===== src/hw/rtl/ssca_pkg.sv =====
// ssca_pkg: shared types, constants and helpers of the slab size-class allocator.
// No dependencies; every other file of the block but ssca_stream_if imports it.
package ssca_pkg;

	localparam int ADDR_W         = 18;
	localparam int SIZE_W         = 24;
	localparam int STATUS_W       = 3;
	localparam int PCOUNT_W       = 13;
	localparam int CLASS_W        = 3;
	localparam int NUM_CLASSES    = 8;
	localparam int PAGE_BYTES     = 4096;
	localparam int OFFS_W         = 12;
	localparam int PAGE_IDX_W     = ADDR_W - OFFS_W;
	localparam int CELL_SHIFT     = 3;
	localparam int CELL_IDX_W     = ADDR_W - CELL_SHIFT;
	localparam int CELLS_PER_PAGE = PAGE_BYTES / 8;
	localparam int MAX_CELLS      = 1 << CELL_IDX_W;
	localparam int LARGE_LIMIT    = 1024;
	localparam int SLOT_W         = 11;
	localparam int MIN_SLOT       = 8;
	localparam int DEF_POOL_PAGES = 64;

	typedef enum logic {
		FN_ALLOC = 1'b0,
		FN_FREE  = 1'b1
	} func_t;

	typedef enum logic [STATUS_W-1:0] {
		ST_GRANT     = 3'd0,
		ST_LARGE     = 3'd1,
		ST_NO_PAGE   = 3'd2,
		ST_FREED     = 3'd3,
		ST_PAGE_FREE = 3'd4
	} status_t;

	typedef enum logic {
		S_IDLE = 1'b0,
		S_EXEC = 1'b1
	} state_t;

	typedef struct packed {
		func_t              func;
		logic [SIZE_W-1:0]  req_size;
		logic [ADDR_W-1:0]  free_addr;
	} req_t;

	typedef struct packed {
		logic [ADDR_W-1:0]   addr;
		status_t             status;
		logic [PCOUNT_W-1:0] page_count;
	} rsp_t;

	// slot size of a class: 8 << c
	function automatic logic [SLOT_W-1:0] class_bytes(input logic [CLASS_W-1:0] c);
		return SLOT_W'(MIN_SLOT) << c;
	endfunction

	// first class whose slot is strictly larger than the request, capped at the top class
	function automatic logic [CLASS_W-1:0] class_of(input logic [SIZE_W-1:0] req);
		logic [CLASS_W-1:0] cls;
		cls = '0;
		for (int i = 0; i < NUM_CLASSES - 1; i++) begin
			if (req >= SIZE_W'(class_bytes(CLASS_W'(i))))
				cls = CLASS_W'(i + 1);
		end
		return cls;
	endfunction

endpackage


===== src/hw/rtl/ssca_tag_mem.sv =====
// ssca_tag_mem: per-page class tag RAM with registered read.
// The first NUM_CLASSES pages are tagged with their own index from reset on.
// Depends on ssca_pkg.
module ssca_tag_mem
	import ssca_pkg::*;
#(
	parameter int POOL_PAGES = DEF_POOL_PAGES,
	parameter int PAGE_W     = $clog2(POOL_PAGES)
) (
	input  logic                  clk,
	input  logic                  we,
	input  logic [PAGE_W-1:0]     waddr,
	input  logic [CLASS_W-1:0]    wclass,
	input  logic                  re,
	input  logic [PAGE_IDX_W-1:0] rpage,
	output logic [CLASS_W-1:0]    rclass
);

	logic [CLASS_W-1:0]          mem [POOL_PAGES];
	logic [CLASS_W-1:0]          rd_q;
	logic                        low_q;
	logic [CLASS_W-1:0]          low_cls_q;
	logic [PAGE_W+PAGE_IDX_W-1:0] rpage_wide;
	logic [PAGE_W-1:0]           ridx;

	assign rpage_wide = {{PAGE_W{1'b0}}, rpage};
	assign ridx       = rpage_wide[PAGE_W-1:0];

	always_ff @(posedge clk) begin
		if (we)
			mem[waddr] <= wclass;
		if (re) begin
			rd_q      <= mem[ridx];
			low_q     <= (rpage < PAGE_IDX_W'(NUM_CLASSES));
			low_cls_q <= rpage[CLASS_W-1:0];
		end
	end

	// boot pages are never re-taken, so their tag is fixed
	assign rclass = low_q ? low_cls_q : rd_q;

endmodule


===== config.mk =====
export PLATFORM = sky130hd
export DESIGN_NAME = ssca_tag_mem
export DESIGN_NICKNAME = d
export VERILOG_FILES = /design/src/hw/rtl/ssca_pkg.sv /design/src/hw/rtl/ssca_tag_mem.sv
export SDC_FILE = /design/constraint.sdc
export NUM_CORES = 1
export LEC_CHECK = 0
export ABC_CLOCK_PERIOD_IN_PS = 2800
export CORE_UTILIZATION = 25
export DETAILED_ROUTE_END_ITERATION = 10
export DONT_BUFFER_PORTS = 1
export PLACE_DENSITY = 0.35
export SLEW_MARGIN = 20
export SYNTH_ARGS = -nofsm -noshare
export SYNTH_HDL_FRONTEND = slang
export SYNTH_SLANG_ARGS = --single-unit

===== constraint.sdc =====
create_clock -name clk -period 2.8 [get_ports clk]
set_input_delay 0.84 -clock clk [delete_from_list [all_inputs] [get_ports clk]]
set_output_delay 0.84 -clock clk [all_outputs]
set_load 0.02 [all_outputs]

[Word level (Yosys, flattened, before mapping)]
Memory sizes are Yosys's and may differ from the RTL's. A register that Yosys moved wholly into a read port is not among the register bits.
Index checks and enable logic that the tools add are counted.
Operators by class
  order comparisons: 1
  mux-type cells: 3
Operators with widths (number)
  $lt A6 B4 Y1 const B: 1
  $mux W3: 1
  $mux W1: 2
Storage, ports and cells
  register bits after elaboration: 4
  memory bits (writable): 192
  bits of input ports: 18
  output and inout port bits: 3
  word-level logic and storage cells: 7
  memories kept: 1
Memories
  mem: words 64, width 3, rd ports 1, clocked after memory_dff 1, write ports 1, line ssca_tag_mem.sv:19  | logic [CLASS_W-1:0] mem [POOL_PAGES];

[Longest topological paths before layout]
Gate-level depths: netlist (run 1).
  depth in word-level cells: 2
  gate-level depth with buffers: 9

[Worst setup path before layout (run 1)]
Ideal clock, no wire load.
  path kind: input-to-reg
  start point: input port rpage[0]
  end point: register rd_q[0] (read register of mem) (data pin)
  arrival time: 2.225 ns
  path slack: 0.313 ns
  cell stages on the path: 6
  path through: buf_6 -> buf_12 -> mux4_2 -> mux4_2 -> o21ai_1 -> o41ai_1
RTL lines
  start: declaration: line ssca_tag_mem.sv:15  | input logic [PAGE_IDX_W-1:0] rpage,
  end: declaration: line ssca_tag_mem.sv:20  | logic [CLASS_W-1:0] rd_q;

[Worst setup path in the final report (run 1)]
  start point: register low_q
  end point: output port rclass[1]
On the way
  longest elaborated chain between the ends: 1
Ends and longest elaborated chain
  start: declaration: line ssca_tag_mem.sv:21  | logic low_q;
  start signal: assignment: line ssca_tag_mem.sv:34  | low_q <= (rpage < PAGE_IDX_W'(NUM_CLASSES));
  $mux W3: line ssca_tag_mem.sv:40  | assign rclass = low_q ? low_cls_q : rd_q;
  end: declaration: line ssca_tag_mem.sv:16  | output logic [CLASS_W-1:0] rclass
No other way between the ends.

==> results of run 1 <==
==> power breakdown <==
group,internal (mW),switching (mW),leakage [nW],total (mW)
Combinational,0.107,0.0977,0.630,0.204
Sequential,3.30,0.00864,1.80,3.31
Clock,1.27,1.17,0.285,2.44
Total,4.68,1.28,2.71,5.96
==> synthesized netlist by cell type (all sizes together) <==
cell type	instances	area, µm²
nand3b	3	22.52
o221ai	4	35.03
nand2b	9	56.30
nand2	9	33.78
edfxtp	199	5976
nand3	9	45.04
a211oi	3	22.52
o21a	2	15.01
nor2b	9	56.30
o21ai	2	10.01
buf	13	96.33
nor2	66	247.7
or3	2	12.51
o211ai	1	7.510
a22o	1	8.760
mux4	47	1096
nand4b	1	8.760
o41ai	2	17.52
o22ai	5	31.28
a21oi	4	20.02
or3b	1	8.760
nand4	3	18.77
mux2	3	33.78
clkbuf	10	37.54
a21o	1	7.510
nor3	3	15.01
nor4	1	6.260
a22oi	1	7.510
mux2i	10	100.1
==> placed cells by master (no fill, tap or decap), types with 2 or more instances in the layout <==
master      netlist  layout
a211oi_1          3       3
a21oi_1           4       4
buf_4             2       8
clkbuf_16         0      17
clkinv_4          0       4
clkinvlp_4        0       2
edfxtp_1        199     199
inv_8             0       6
mux2_2            3       3
mux2i_1          10      10
mux4_1           10      10
mux4_2           37      37
nand2_1           9       9
nand2b_1          9       9
nand3_1           9       9
nand3b_1          3       3
nand4_1           3       3
nor2_1           66      66
nor2b_1           9       9
nor3_1            3       3
o21a_1            2       2
o21ai_1           2       2
o221ai_1          4       4
o22ai_1           5       5
o41ai_1           2       2
or3_1             2       2
==> state kept, by name, summed over array words and instances (netlist names) <==
name,cells
low_q,1
mem,192
rd_q,3
low_cls_q,3
==> final cells by class <==
class                           count  area share
Clock buffer                       17     0.04690
Clock inverter                     15     0.01780
Multi-Input combinational cell    202      0.2144
Sequential cell                   199      0.6588
Tap cell                          402     0.05546
Timing Repair Buffer                8    0.006622
==> cell families (layout without fill, tap and decap cells) <==
group,after synthesis,after routing,synth area share
AOI/OAI and AO/OA,26,26,0.02268
buffers and inverters,23,40,0.01662
DFF,199,199,0.7420
muxes,60,60,0.1527
and+or+nand+nor,116,116,0.06602
==> per-layer routing <==
| layer | vias up | share of wire |
|---|---|---|
| met5 | - | 0 |
| met4 | 0 | 0.0085 |
| met3 | 11 | 0.045 |
| met2 | 70 | 0.49 |
| met1 | 2057 | 0.45 |
| li1 | 1730 | - |
==> worst paths after layout <==
path	start	endpoint	depth (start not counted)
worst max-delay path	low_q	rclass[1]	1
worst min-delay path	wclass[1]	mem[0][1]	0
worst max register to register	mem[36][1]	rd_q[1]	4
worst min register to register	mem[57][2]	rd_q[2]	5
==> qor.yml, run 1 <==
status: "finished clean"
area_delta_synth_final_pct: 12.61
slowest_delay_ps: 440
seqCellArea_um2: 5976
final_area_um2: 9070
instances_no_fill: 843
drive_gt1_frac: 0.1837
io_pins: 21
fin_tns_setup_ps: 0
dp_hpwl_um: 12310
final_max_slew_viol_count: 0
cp_top_family: "multiplexers"
startpoint_type: "flip-flop"
synth.distinct_cells: 34
busiest_layer: "met2"
end_kind: "primary output"
cap_violations: 0
num_antenna_cells: 0
dr_total_vias: 3868
numCtsBuffers: 17
drcViolationCount: 0
hold_path.class: "input pin to flip-flop"
syn_inst: 424
grt_max_degree: 65
global_route.usage.met2: 0.2057
cts_resized: 0
hold_viol_final: 0
portBuffers: 0
design.core.area_um2: 31640
fmax_mhz: 466.7
rsz0062_at_grt: "no"
syn_nets: 442
met1_usage: 0.1651
vias_per_cell: 4.588
crit_required_ps: 1960
cts_max_path_buffers: 2
syn_avg_cell_area_um2: 19.00
yosysWarnings: 0
cts_tree: "built"
hold_buffers: 0
period_share: 0.7653
root_buffer: "clkbuf_16"
ys_ff_latch: 199
start_util: 0.2546
die_w_um: 181.5
grt_util_met3: 0.02627
ys_seq_area_frac: 0.7420
dp_cells: 811
grt.total_usage: 0.1248
overflow: 0
htree_levels: 4
finalCriticalPeriod_ps: 2143
wl_per_cell_um: 23.38
grt_pass1_wl_um: 28860
antenna_found_initial: 0
rows: 65
clkSlewWorstSetupHoldPaths_ps: 80
dieHeight_um: 181.5
dieArea_um2: 32940
setup_viol: 0
fill_cells: 3070
holdWs_ps: 508.6
critPathMaxFanout: 3
crit_arrival_ps: 1300
gp_congestion: 0.6863
netlist_area_um2: 8054
power_mw: 5.961
layout.nets: 446
antenna_left: 0
first_global_vias: 4087
slowest_stage: "mux2_2"
p_leak_nw: 2.711
cts.sinks: 199
tightest_slew_ps: 513.4
skew_ps: 11.37
final_util: 0.2867
path_cells: "mux2_2"
final.setup.worst_slack_ps: 657.2
cts_setup_buffers: 0
dr.pass1.iters: 4
crit_buf_inv: 0
drtIter0Drc: 239
slew_headroom: 0.6551
path_class: "flip-flop to primary output"
p_per_area_nw_per_um2: 657.2
place_area_um2: 8483
ir_worst_vdd_mv: 0.3462
dp_slack_ps: 349.9
clkLatencyLatePin_ps: 430
totalWireLength_um: 19710
multi_input_area_um2: 1944
rrSetupSlack_ps: 900
Power figures use the tool's default switching activity.
==> run 2, diff against run 1 <==
- ABC_CLOCK_PERIOD_IN_PS: 2800 -> 2200
- clock period: 2.8 -> 2.2 ns (I/O delays scaled with it)
==> qor.yml, run 2 (synthesis results as in run 1) <==
dp_cells: 849
vias_per_cell: 4.509
final.setup.worst_slack_ps: 223.3
slew_headroom: 0.6575
cts_setup_buffers: 0
dp_slack_ps: -49.66
drtIter0Drc: 271
dr.pass1.iters: 4
hold_buffers: 0
io_pins: 21
slowest_stage: "mux2_2"
wl_per_cell_um: 22.36
drive_gt1_frac: 0.2463
power_mw: 7.441
startpoint_type: "flip-flop"
skew_ps: 14.67
fill_cells: 3043
slowest_delay_ps: 450
setup_viol: 0
area_delta_synth_final_pct: 15.68
antenna_left: 0
root_buffer: "clkbuf_16"
rows: 65
cts_tree: "built"
overflow: 0
design.core.area_um2: 31640
portBuffers: 0
antenna_found_initial: 0
ir_worst_vdd_mv: 0.4581
grt.total_usage: 0.1268
drcViolationCount: 0
layout_common_cells: "edfxtp_1, nor2_1, buf_4"
dieHeight_um: 181.5
path_class: "flip-flop to primary output"
grt_pass1_wl_um: 29380
gp_congestion: 0.7151
end_kind: "primary output"
first_global_vias: 4198
critPathMaxFanout: 3
dp_hpwl_um: 12100
cts.sinks: 199
top_regs: "mem (192), low_cls_q (3), rd_q (3)"
htree_levels: 4
p_leak_nw: 2.895
tightest_slew_ps: 510.6
fmax_mhz: 505.9
instances_no_fill: 881
cap_violations: 0
start_util: 0.2546
path_cells: "mux2_2"
final_max_slew_viol_count: 0
final_util: 0.2945
largest_reg_flops: 192
status: "finished clean"
finalCriticalPeriod_ps: 1977
hold_viol_final: 0
cts_resized: 0
fin_tns_setup_ps: 0
clkSlewWorstSetupHoldPaths_ps: 70
hold_path.class: "input pin to flip-flop"
crit_arrival_ps: 1320
num_antenna_cells: 0
die_w_um: 181.5
clkLatencyLatePin_ps: 450
crit_required_ps: 1540
rsz0062_at_grt: "no"
period_share: 0.8985
dieArea_um2: 32940
cts_max_path_buffers: 2
totalWireLength_um: 19700
grt_max_degree: 65
dr_total_vias: 3972
crit_buf_inv: 0
numCtsBuffers: 17
largest_register: "mem"
cp_top_family: "multiplexers"
layout.nets: 484
p_per_area_nw_per_um2: 798.7
mostFrequentLayoutCell: "edfxtp_1"
## run 2: where the power goes
group          internal (mW)  total [mW]  leakage [nW]  switching [mW]
Sequential              4.20        4.22          1.80          0.0106
Combinational          0.145       0.272         0.836           0.128
Clock                   1.48        2.95         0.263            1.48
Total                   5.83        7.44          2.89            1.61
## run 2: final cells by class
type / instances / area, µm² / area share
sequential: 199 / 5976 / 0.6414
multi-input combinational: 202 / 1944 / 0.2087
tap: 402 / 503.0 / 0.05399
clock buffer: 17 / 425.4 / 0.04566
timing repair buffer: 46 / 345.3 / 0.03707
clock inverter: 15 / 122.6 / 0.01316
## run 2: final timing paths
check             start           end  slack, ps  depth (start not counted)
min            rpage[0]  low_cls_q[0]        320                          0
min reg2reg  mem[56][2]       rd_q[2]        860                          5
max reg2reg  mem[18][2]       rd_q[2]        280                          5
max               low_q     rclass[1]        220                          1
## run 2: through the flow
| step | cell area [µm²] | hold slack (ps) |
|---|---|---|
| global route | 9316 | 289.9 |
| detailed placement | 8768 | 764.1 |
| finish | 9316 | 320.0 |
| global placement | 8768 | 763.5 |
| CTS | 9316 | 298.3 |
| floorplan | 8069 | 749.4 |
## run 2: routing by layer
metal | track usage | part of all wire | routed length [µm]
met1 | 0.1666 | 0.46 | 9152
met2 | 0.2126 | 0.50 | 9822
met3 | 0.02487 | 0.026 | 522
met4 | 0.03559 | 0.010 | 202
met5 | 0 | 0 | 0
